`src/design/assert_macros.svh`:
```
// Assertion helpers shared by the design files.
// Each property is clocked on the rising edge and disabled while reset is low.
`ifndef ASSERT_MACROS_SVH
`define ASSERT_MACROS_SVH

`ifndef SYNTH

// Check a condition on every cycle.
`define ASSERT_ALWAYS(lbl, clk, rst_n, cond, msg) \
    lbl: assert property (@(posedge clk) disable iff (!rst_n) (cond)) else $error(msg);

// Check a consequence in the same cycle.
`define ASSERT_IMPLIES(lbl, clk, rst_n, ante, cons, msg) \
    lbl: assert property (@(posedge clk) disable iff (!rst_n) (ante) |-> (cons)) \
        else $error(msg);

// Check a consequence starting in the next cycle.
`define ASSERT_NEXT(lbl, clk, rst_n, ante, cons, msg) \
    lbl: assert property (@(posedge clk) disable iff (!rst_n) (ante) |=> (cons)) \
        else $error(msg);

`else

`define ASSERT_ALWAYS(lbl, clk, rst_n, cond, msg)
`define ASSERT_IMPLIES(lbl, clk, rst_n, ante, cons, msg)
`define ASSERT_NEXT(lbl, clk, rst_n, ante, cons, msg)

`endif

`endif

```
`src/design/dfd_pkg.sv`:
```
`default_nettype none

package dfd_pkg;

    // Request operation codes
    localparam logic [1:0] OP_ABSORB_BYTE = 2'd0;
    localparam logic [1:0] OP_ABSORB_PART = 2'd1;
    localparam logic [1:0] OP_FINISH      = 2'd2;

    // Lane A: standard 64-bit offset, prime 2^40 + 0x1b3
    localparam logic [63:0] LANE_A_OFFSET    = 64'hcbf2_9ce4_8422_2325;
    localparam int          LANE_A_SHIFT     = 40;
    localparam logic [8:0]  LANE_A_PRIME_LOW = 9'h1b3;

    // Lane B: golden-ratio offset, mixed full-width prime
    localparam logic [63:0] LANE_B_OFFSET = 64'h9e37_79b9_7f4a_7c15;
    localparam logic [63:0] LANE_B_PRIME  = 64'h0000_0100_0000_01b3 ^ 64'hff51_afd7_ed55_8ccd;

    // Part digest text: 32 hex characters then the separator
    localparam int         PART_BITS      = 128;
    localparam int         HEX_DIGITS     = PART_BITS / 4;
    localparam int         HEX_CNT_W      = $clog2(HEX_DIGITS + 1);
    localparam logic [7:0] PART_SEPARATOR = 8'h1f;

    // Command queue between front and back (depth must be a power of two)
    localparam int QUEUE_DEPTH = 2;
    localparam int QUEUE_PTR_W = $clog2(QUEUE_DEPTH);
    localparam int QUEUE_CNT_W = $clog2(QUEUE_DEPTH + 1);

    typedef struct packed {
        logic [1:0]  operation;
        logic [7:0]  byte_value;
        logic [63:0] part_high;
        logic [63:0] part_low;
    } t_in_req;

    typedef struct packed {
        logic [63:0] digest_high;
        logic [63:0] digest_low;
    } t_out_res;

    typedef enum logic [1:0] {
        CMD_BYTE,
        CMD_PART,
        CMD_FINISH
    } t_cmd_kind;

    typedef struct packed {
        t_cmd_kind   kind;
        logic [7:0]  byte_value;
        logic [63:0] part_high;
        logic [63:0] part_low;
    } t_cmd;

    // One byte step toward the lanes, or a finish marker
    typedef struct packed {
        logic       finish;
        logic [7:0] byte_value;
    } t_step;

endpackage

`default_nettype wire

```
`src/design/dfd_front.sv`:
```
`default_nettype none

module dfd_front
    import dfd_pkg::*;
(
    input  wire logic    i_clk,
    input  wire logic    i_rst_n,
    input  wire logic    i_req_valid,
    output logic         o_req_ready,
    input  wire t_in_req i_req,
    output logic         o_cmd_valid,
    input  wire logic    i_cmd_ready,
    output t_cmd         o_cmd
);

    t_cmd                   r_mem [QUEUE_DEPTH];
    logic [QUEUE_PTR_W-1:0] r_wr_ptr;
    logic [QUEUE_PTR_W-1:0] r_rd_ptr;
    logic [QUEUE_CNT_W-1:0] r_count;

    t_cmd w_cmd;
    logic w_keep;
    logic w_push;
    logic w_pop;

    // Classify the request; drop unused operation codes
    always_comb begin
        w_cmd.byte_value = i_req.byte_value;
        w_cmd.part_high  = i_req.part_high;
        w_cmd.part_low   = i_req.part_low;
        w_cmd.kind       = CMD_BYTE;
        w_keep           = 1'b1;
        case (i_req.operation)
            OP_ABSORB_BYTE: w_cmd.kind = CMD_BYTE;
            OP_ABSORB_PART: w_cmd.kind = CMD_PART;
            OP_FINISH:      w_cmd.kind = CMD_FINISH;
            default:        w_keep     = 1'b0;
        endcase
    end

    assign o_req_ready = (r_count != QUEUE_CNT_W'(QUEUE_DEPTH));
    assign o_cmd_valid = (r_count != '0);
    assign o_cmd       = r_mem[r_rd_ptr];

    assign w_push = i_req_valid && o_req_ready && w_keep;
    assign w_pop  = o_cmd_valid && i_cmd_ready;

    // Store classified commands
    always_ff @(posedge i_clk) begin
        if (w_push) begin
            r_mem[r_wr_ptr] <= w_cmd;
        end
    end

    // Advance pointers and fill count
    always_ff @(posedge i_clk) begin
        if (!i_rst_n) begin
            r_wr_ptr <= '0;
            r_rd_ptr <= '0;
            r_count  <= '0;
        end else begin
            if (w_push) begin
                r_wr_ptr <= r_wr_ptr + 1'b1;
            end
            if (w_pop) begin
                r_rd_ptr <= r_rd_ptr + 1'b1;
            end
            if (w_push && !w_pop) begin
                r_count <= r_count + 1'b1;
            end else if (w_pop && !w_push) begin
                r_count <= r_count - 1'b1;
            end
        end
    end

endmodule

`default_nettype wire

```
`src/design/dfd_expand.sv`:
```
`default_nettype none
`include "assert_macros.svh"

module dfd_expand
    import dfd_pkg::*;
(
    input  wire logic i_clk,
    input  wire logic i_rst_n,
    input  wire logic i_cmd_valid,
    output logic      o_cmd_ready,
    input  wire t_cmd i_cmd,
    output logic      o_step_valid,
    input  wire logic i_step_ready,
    output t_step     o_step
);

    typedef enum logic {
        S_PASS,
        S_HEX
    } t_state;

    t_state                 r_state;
    logic [PART_BITS-1:0]   r_digits;
    logic [HEX_CNT_W-1:0]   r_cnt;

    // Lowercase ASCII for one nibble
    function automatic logic [7:0] hex_char(input logic [3:0] nib);
        if (nib < 4'd10) begin
            return 8'h30 + {4'b0, nib};
        end
        return 8'h57 + {4'b0, nib};
    endfunction

    // Pass single bytes and finish through; serialize part digests
    always_comb begin
        o_step_valid      = 1'b0;
        o_cmd_ready       = 1'b0;
        o_step.finish     = 1'b0;
        o_step.byte_value = i_cmd.byte_value;
        case (r_state)
            S_PASS: begin
                o_step_valid  = i_cmd_valid && (i_cmd.kind != CMD_PART);
                o_step.finish = (i_cmd.kind == CMD_FINISH);
                o_cmd_ready   = (i_cmd.kind == CMD_PART) || i_step_ready;
            end
            S_HEX: begin
                o_step_valid = 1'b1;
                if (r_cnt == HEX_CNT_W'(HEX_DIGITS)) begin
                    o_step.byte_value = PART_SEPARATOR;
                end else begin
                    o_step.byte_value = hex_char(r_digits[PART_BITS-1 -: 4]);
                end
            end
            default: begin
                o_step_valid = 1'b0;
            end
        endcase
    end

    // Hold the digest text and walk it one character per step
    always_ff @(posedge i_clk) begin
        if (!i_rst_n) begin
            r_state <= S_PASS;
            r_cnt   <= '0;
        end else begin
            case (r_state)
                S_PASS: begin
                    if (i_cmd_valid && (i_cmd.kind == CMD_PART)) begin
                        r_digits <= {i_cmd.part_high, i_cmd.part_low};
                        r_cnt    <= '0;
                        r_state  <= S_HEX;
                    end
                end
                S_HEX: begin
                    if (i_step_ready) begin
                        if (r_cnt == HEX_CNT_W'(HEX_DIGITS)) begin
                            r_state <= S_PASS;
                        end else begin
                            r_digits <= r_digits << 4;
                            r_cnt    <= r_cnt + 1'b1;
                        end
                    end
                end
                default: r_state <= S_PASS;
            endcase
        end
    end

    `ASSERT_ALWAYS(a_cnt_bound, i_clk, i_rst_n, r_cnt <= HEX_CNT_W'(HEX_DIGITS), "hex count overrun")
    `ASSERT_NEXT(a_part_load, i_clk, i_rst_n, (r_state == S_PASS) && i_cmd_valid && (i_cmd.kind == CMD_PART), (r_state == S_HEX) && (r_cnt == '0), "part digest not loaded")
    `ASSERT_NEXT(a_sep_done, i_clk, i_rst_n, (r_state == S_HEX) && (r_cnt == HEX_CNT_W'(HEX_DIGITS)) && i_step_ready, r_state == S_PASS, "no return after separator")

endmodule

`default_nettype wire

```
`src/design/dfd_lanes.sv`:
```
`default_nettype none
`include "assert_macros.svh"

module dfd_lanes
    import dfd_pkg::*;
(
    input  wire logic i_clk,
    input  wire logic i_rst_n,
    input  wire logic i_step_valid,
    output logic      o_step_ready,
    input  wire t_step i_step,
    output logic      o_res_valid,
    input  wire logic i_res_ready,
    output t_out_res  o_res
);

    typedef enum logic [1:0] {
        S_IDLE,
        S_CROSS_HI,
        S_CROSS_LO
    } t_state;

    t_state      r_state;
    logic [63:0] r_hash_a;
    logic [63:0] r_hash_b;
    logic [63:0] r_t;
    logic [63:0] r_acc;
    logic        r_res_valid;
    t_out_res    r_res;

    logic [63:0] w_ta;
    logic [63:0] w_tb;
    logic [63:0] w_next_a;
    logic [31:0] w_mul_a;
    logic [31:0] w_mul_b;
    logic [63:0] w_prod;
    logic        w_fire;

    // XOR the byte into both lanes
    assign w_ta = r_hash_a ^ {56'b0, i_step.byte_value};
    assign w_tb = r_hash_b ^ {56'b0, i_step.byte_value};

    // Lane A prime is a shift plus a small constant
    assign w_next_a = (w_ta << LANE_A_SHIFT) + (w_ta * 64'(LANE_A_PRIME_LOW));

    // Share one 32x32 multiplier over the three partial products of lane B
    always_comb begin
        case (r_state)
            S_IDLE: begin
                w_mul_a = w_tb[31:0];
                w_mul_b = LANE_B_PRIME[31:0];
            end
            S_CROSS_HI: begin
                w_mul_a = r_t[63:32];
                w_mul_b = LANE_B_PRIME[31:0];
            end
            S_CROSS_LO: begin
                w_mul_a = r_t[31:0];
                w_mul_b = LANE_B_PRIME[63:32];
            end
            default: begin
                w_mul_a = w_tb[31:0];
                w_mul_b = LANE_B_PRIME[31:0];
            end
        endcase
    end

    assign w_prod = {32'b0, w_mul_a} * {32'b0, w_mul_b};

    // Take a step when idle; a finish also needs room in the result register
    assign o_step_ready = (r_state == S_IDLE)
                          && (!i_step.finish || !r_res_valid || i_res_ready);
    assign w_fire       = i_step_valid && o_step_ready;

    assign o_res_valid = r_res_valid;
    assign o_res       = r_res;

    // Advance the lanes and hold the result
    always_ff @(posedge i_clk) begin
        if (!i_rst_n) begin
            r_state     <= S_IDLE;
            r_hash_a    <= LANE_A_OFFSET;
            r_hash_b    <= LANE_B_OFFSET;
            r_res_valid <= 1'b0;
        end else begin
            // Drop a taken result unless a new one replaces it
            if (r_res_valid && i_res_ready && !(w_fire && i_step.finish)) begin
                r_res_valid <= 1'b0;
            end
            case (r_state)
                S_IDLE: begin
                    if (w_fire) begin
                        if (i_step.finish) begin
                            r_res.digest_high <= r_hash_b;
                            r_res.digest_low  <= r_hash_a;
                            r_res_valid       <= 1'b1;
                            r_hash_a          <= LANE_A_OFFSET;
                            r_hash_b          <= LANE_B_OFFSET;
                        end else begin
                            r_t      <= w_tb;
                            r_acc    <= w_prod;
                            r_hash_a <= w_next_a;
                            r_state  <= S_CROSS_HI;
                        end
                    end
                end
                S_CROSS_HI: begin
                    r_acc   <= r_acc + {w_prod[31:0], 32'b0};
                    r_state <= S_CROSS_LO;
                end
                S_CROSS_LO: begin
                    r_hash_b <= r_acc + {w_prod[31:0], 32'b0};
                    r_state  <= S_IDLE;
                end
                default: r_state <= S_IDLE;
            endcase
        end
    end

    `ASSERT_NEXT(a_finish_reload, i_clk, i_rst_n, w_fire && i_step.finish, r_res_valid && (r_hash_a == LANE_A_OFFSET) && (r_hash_b == LANE_B_OFFSET), "lanes not reloaded on finish")
    `ASSERT_NEXT(a_byte_phases, i_clk, i_rst_n, w_fire && !i_step.finish, ((r_state == S_CROSS_HI) && $stable(r_hash_b)) ##1 ((r_state == S_CROSS_LO) && $stable(r_hash_b)) ##1 (r_state == S_IDLE), "lane B sequence broken")
    `ASSERT_NEXT(a_lane_a_hold, i_clk, i_rst_n, !w_fire, $stable(r_hash_a), "lane A moved without a step")

endmodule

`default_nettype wire

```
`src/design/dual_fnv1a_digest.sv`:
```
// A finish request passes the command queue, then the result register, to reach o_res_valid.
// A byte request walks the hash lanes through S_IDLE, S_CROSS_HI and S_CROSS_LO (one shared
// 32x32 multiplier), taking no new step before S_IDLE; a part digest becomes 33 characters.
// A 2-entry command queue lets requests be accepted while the lanes are busy.
// Reset: synchronous, active low; lanes reload their offsets, queue and result empty.
`default_nettype none

module dual_fnv1a_digest
    import dfd_pkg::*;
(
    input  wire logic    i_clk,
    input  wire logic    i_rst_n,
    input  wire logic    i_req_valid,
    output logic         o_req_ready,
    input  wire t_in_req i_req,
    output logic         o_res_valid,
    input  wire logic    i_res_ready,
    output t_out_res     o_res
);

    logic  w_cmd_valid;
    logic  w_cmd_ready;
    t_cmd  w_cmd;
    logic  w_step_valid;
    logic  w_step_ready;
    t_step w_step;

    // Accept and queue requests
    dfd_front u_front (
        .i_clk       (i_clk),
        .i_rst_n     (i_rst_n),
        .i_req_valid (i_req_valid),
        .o_req_ready (o_req_ready),
        .i_req       (i_req),
        .o_cmd_valid (w_cmd_valid),
        .i_cmd_ready (w_cmd_ready),
        .o_cmd       (w_cmd)
    );

    // Turn commands into byte steps
    dfd_expand u_expand (
        .i_clk        (i_clk),
        .i_rst_n      (i_rst_n),
        .i_cmd_valid  (w_cmd_valid),
        .o_cmd_ready  (w_cmd_ready),
        .i_cmd        (w_cmd),
        .o_step_valid (w_step_valid),
        .i_step_ready (w_step_ready),
        .o_step       (w_step)
    );

    // Run both hash lanes and emit digests
    dfd_lanes u_lanes (
        .i_clk        (i_clk),
        .i_rst_n      (i_rst_n),
        .i_step_valid (w_step_valid),
        .o_step_ready (w_step_ready),
        .i_step       (w_step),
        .o_res_valid  (o_res_valid),
        .i_res_ready  (i_res_ready),
        .o_res        (o_res)
    );

endmodule

`default_nettype wire

```
`config.mk`:
```
export PLATFORM = sky130hd
export DESIGN_NAME = dual_fnv1a_digest
export DESIGN_NICKNAME = d
export VERILOG_FILES = /design/src/design/dfd_pkg.sv /design/src/design/dfd_front.sv /design/src/design/dfd_expand.sv /design/src/design/dfd_lanes.sv /design/src/design/dual_fnv1a_digest.sv
export VERILOG_INCLUDE_DIRS = /design/src /design/src/design
export SDC_FILE = /design/constraint.sdc
export NUM_CORES = 2
export LEC_CHECK = 0
export ABC_AREA = 1
export BUFFER_PORTS_ARGS = -buffer_cell sky130_fd_sc_hd__clkbuf_2
export CAP_MARGIN = 0
export CORE_ASPECT_RATIO = 1.75
export CORE_MARGIN = 2
export CORE_UTILIZATION = 35
export DETAILED_ROUTE_END_ITERATION = 10
export PLACE_DENSITY = 0.5
export SYNTH_ARGS = -nofsm -noshare
export SYNTH_HDL_FRONTEND = slang
export SYNTH_HIERARCHICAL = 1
export SYNTH_SLANG_ARGS = --single-unit
```
`constraint.sdc`:
```
create_clock -name i_clk -period 18.6 [get_ports i_clk]
set_clock_uncertainty 0.1 [all_clocks]
set_input_delay 5.58 -clock i_clk [delete_from_list [all_inputs] [get_ports i_clk]]
set_output_delay 5.58 -clock i_clk [all_outputs]
set_load 0.03 [all_outputs]
```
==> flow_metrics.env <==
export IMPL_syn_area_per_cell_um2=10.1
export IMPL_post_synth_top_count_cell="inv_1"
export IMPL_final_area_mm2=0.0774
export IMPL_grt_pass1_vias=54519
export IMPL_max_cap_violations=0
export IMPL_io_pins=272
export IMPL_ys_ff_latch=803
export IMPL_dr_pass1_iters=5
export IMPL_layout_setup_ws_ps=6240
export IMPL_pre_cts_ws_ps=6090
export IMPL_async_reset_ff_share_pct=0
export IMPL_synthesis_instances=6926
export IMPL_clockBufferDepth=3
export IMPL_synth_ff_type="edfxtp_1"
export IMPL_synth_nets=8621
export IMPL_clock_sinks=803
export IMPL_rsz0062_at_grt="false"
export IMPL_vias=49706
export IMPL_yosysTopAreaCell="edfxtp_1"
export IMPL_relSlewSlack_pct=3.33
export IMPL_worst_path_most_repeated_cell="inv_1"
export IMPL_cts_tree="built"
export IMPL_die_w_um=342
export IMPL_crit_path_max_fanout=41
export IMPL_finalCriticalPeriod_ps=12360
export IMPL_required_ps=19110
export IMPL_synthTopCellsByArea="edfxtp_1 (28%), fa_1 (27%), ha_1 (11%), inv_1 (8.2%), nand2_1 (6.4%)"
export IMPL_drc=0
export IMPL_cts_repair_resized=0
export IMPL_ant_nets=0
export IMPL_dp_hpwl_mm=246
export IMPL_antenna_found_initial=13
export IMPL_routed_wl_mm=290
export IMPL_critPathKind="register to register"
export IMPL_layout_drive_gt1_share_pct=9.22
export IMPL_worst_slew_pin_slew_ps=1440
export IMPL_gr_total_overflow=0
export IMPL_synth_cell_types=54
export IMPL_clk_latency_ps=740
export IMPL_synth_top_area_share_pct=28.4
export IMPL_portBuffers=271
export IMPL_core_mm2=0.198
export IMPL_status="finished, final reports clean"
export IMPL_grt_max_degree=139
export IMPL_post_cts_setup_buffers=0
export IMPL_seq_area_frac_synth_pct=32.5
export IMPL_critPathMaxStageDelay_ps=950
export IMPL_cts_made_buffers=82
export IMPL_path_clk_slew_ps=80
export IMPL_synthToLayoutAreaGrowth_pct=10.9
export IMPL_post_drt_wl_per_cell_um=29.2
export IMPL_cp_slowest_cell="a31oi_1"
export IMPL_cp_end_kind="register"
export IMPL_post_dp_cell_area_mm2=0.0747
export IMPL_slew_viol_final=0
export IMPL_gp_congestion=1.06
export IMPL_start_util_pct=35.3
export IMPL_setup_viol=0
export IMPL_hold_viol=0
export IMPL_hold_path_class="register to register"
export IMPL_ys_warn_count=6
export IMPL_grt_pass1_wl_mm=403
export IMPL_postCtsHoldBufs=0
export IMPL_synth_edf_count=660
export IMPL_nNetsFinal=8946
export IMPL_cts_max_level=3
export IMPL_fillers=19945
export IMPL_die_y_um=595
export IMPL_tns_ps=0
export IMPL_netlist_area_mm2=0.0698
export IMPL_rows=216
export IMPL_fmax_ghz=0.0809
export IMPL_arrival_ps=12870
export IMPL_die_area_mm2=0.203
export IMPL_drt_iter0_drc=2748
export IMPL_min_period_over_period_pct=66.5
export IMPL_yosys_top_cells_count="inv_1 (1529), nand2_1 (1182), fa_1 (941)"
export IMPL_grt_usage_pct=28.6
export IMPL_vias_per_cell=5.00
export IMPL_setup_worst_path_start_class="register"
export IMPL_root_buffer="clkbuf_16"
-- kinds of logic (layout without fill, tap and decap cells) --
group	count (synthesis)	in the layout	synth area share (%)
simple gates	2009	2009	11.6
fa+ha+maj	1553	1553	37.9
xor+xnor	91	91	1.14
compound gates	682	682	5.48
buf+inv	1649	2036	9.10
other cells	1	8	0.00537
mux	138	138	2.23
flops	803	803	32.5
-- per-layer routing --
metal	wire length (um)	share of wire [%]	GRT usage, %
met3	8610	3.0	2.96
met2	158000	54	54.5
met4	36100	12	28.6
met1	87300	30	25.3
met5	12	0.0041	0
-- critical path: cells and delay by family, from the launching register on --
kind | cells | cell delay (ps)
AO/OA/AOI/OAI | 6 | 3100
adder cells (fa/ha/maj) | 9 | 4210
flip-flops | 1 | 750
XOR/XNOR | 3 | 1150
AND/OR/NAND/NOR | 9 | 1080
buffers and inverters | 11 | 1560
multiplexers | 1 | 280
-- layout make-up --
type / instances / area, um2 / area share (%)
diodes: 7 / 17.5 / 0.0226
clock buffers: 101 / 2190 / 2.83
clock inverters: 45 / 577 / 0.745
well taps: 2616 / 3270 / 4.23
multi-input cells: 4474 / 40900 / 52.8
flip-flops and latches: 803 / 22700 / 29.3
repair buffers: 354 / 2000 / 2.59
inverters: 1536 / 5770 / 7.45
-- through the flow --
stage          instances  util [%]  hold WS [ps]
3_5_place_dp        9783      37.7           349
4_1_cts             9929      39.1           375
2_1_floorplan       6926         -           320
6_report            9936      39.1           371
3_3_place_gp        9783      37.7           336
5_1_grt             9934      39.1           390
-- layout by cell type (no fill, tap or decap), drive strengths merged, types with 16 or more instances in the layout --
cell	instances
or2	16
clkbuf	372
buf	83
mux2	138
inv	1542
nor3	32
xnor2	36
xor2	55
edfxtp	660
ha	612
fa	941
o21ai	240
a221o	31
nand3	220
a31oi	16
dfxtp	143
nand2	1188
nand4	39
clkinv	29
a21oi	310
o21bai	34
nor2	489
-- path summary, 6_finish.rpt --
path | start | to | slack, ps | cells past startpoint
max | register | u_lanes/r_hash_b[63] | 6240 | 39
min reg2reg | u_lanes/r_hash_b[32] | u_lanes/r_t[32] | 370 | 0
max reg2reg | register | u_lanes/r_hash_b[63] | 6240 | 39
min | u_lanes/r_hash_b[32] | u_lanes/r_t[32] | 370 | 0
-- flip-flops by register name, summed over array words and instances (netlist names), named ones only --
signal / cells
u_front/r_mem: 276
u_expand/r_digits: 128
u_lanes/o_res: 128
u_lanes/r_acc: 64
u_lanes/r_hash_a: 64
u_lanes/r_hash_b: 64
u_lanes/r_t: 64
u_expand/r_cnt: 6
u_front/r_count: 2
u_lanes/r_state: 2
u_expand/r_state: 1
u_front/r_rd_ptr: 1
u_front/r_wr_ptr: 1
u_lanes/o_res_valid: 1
Power is not shown: default switching activity piles up to over one toggle a cycle in this logic, so the estimate is an artifact.
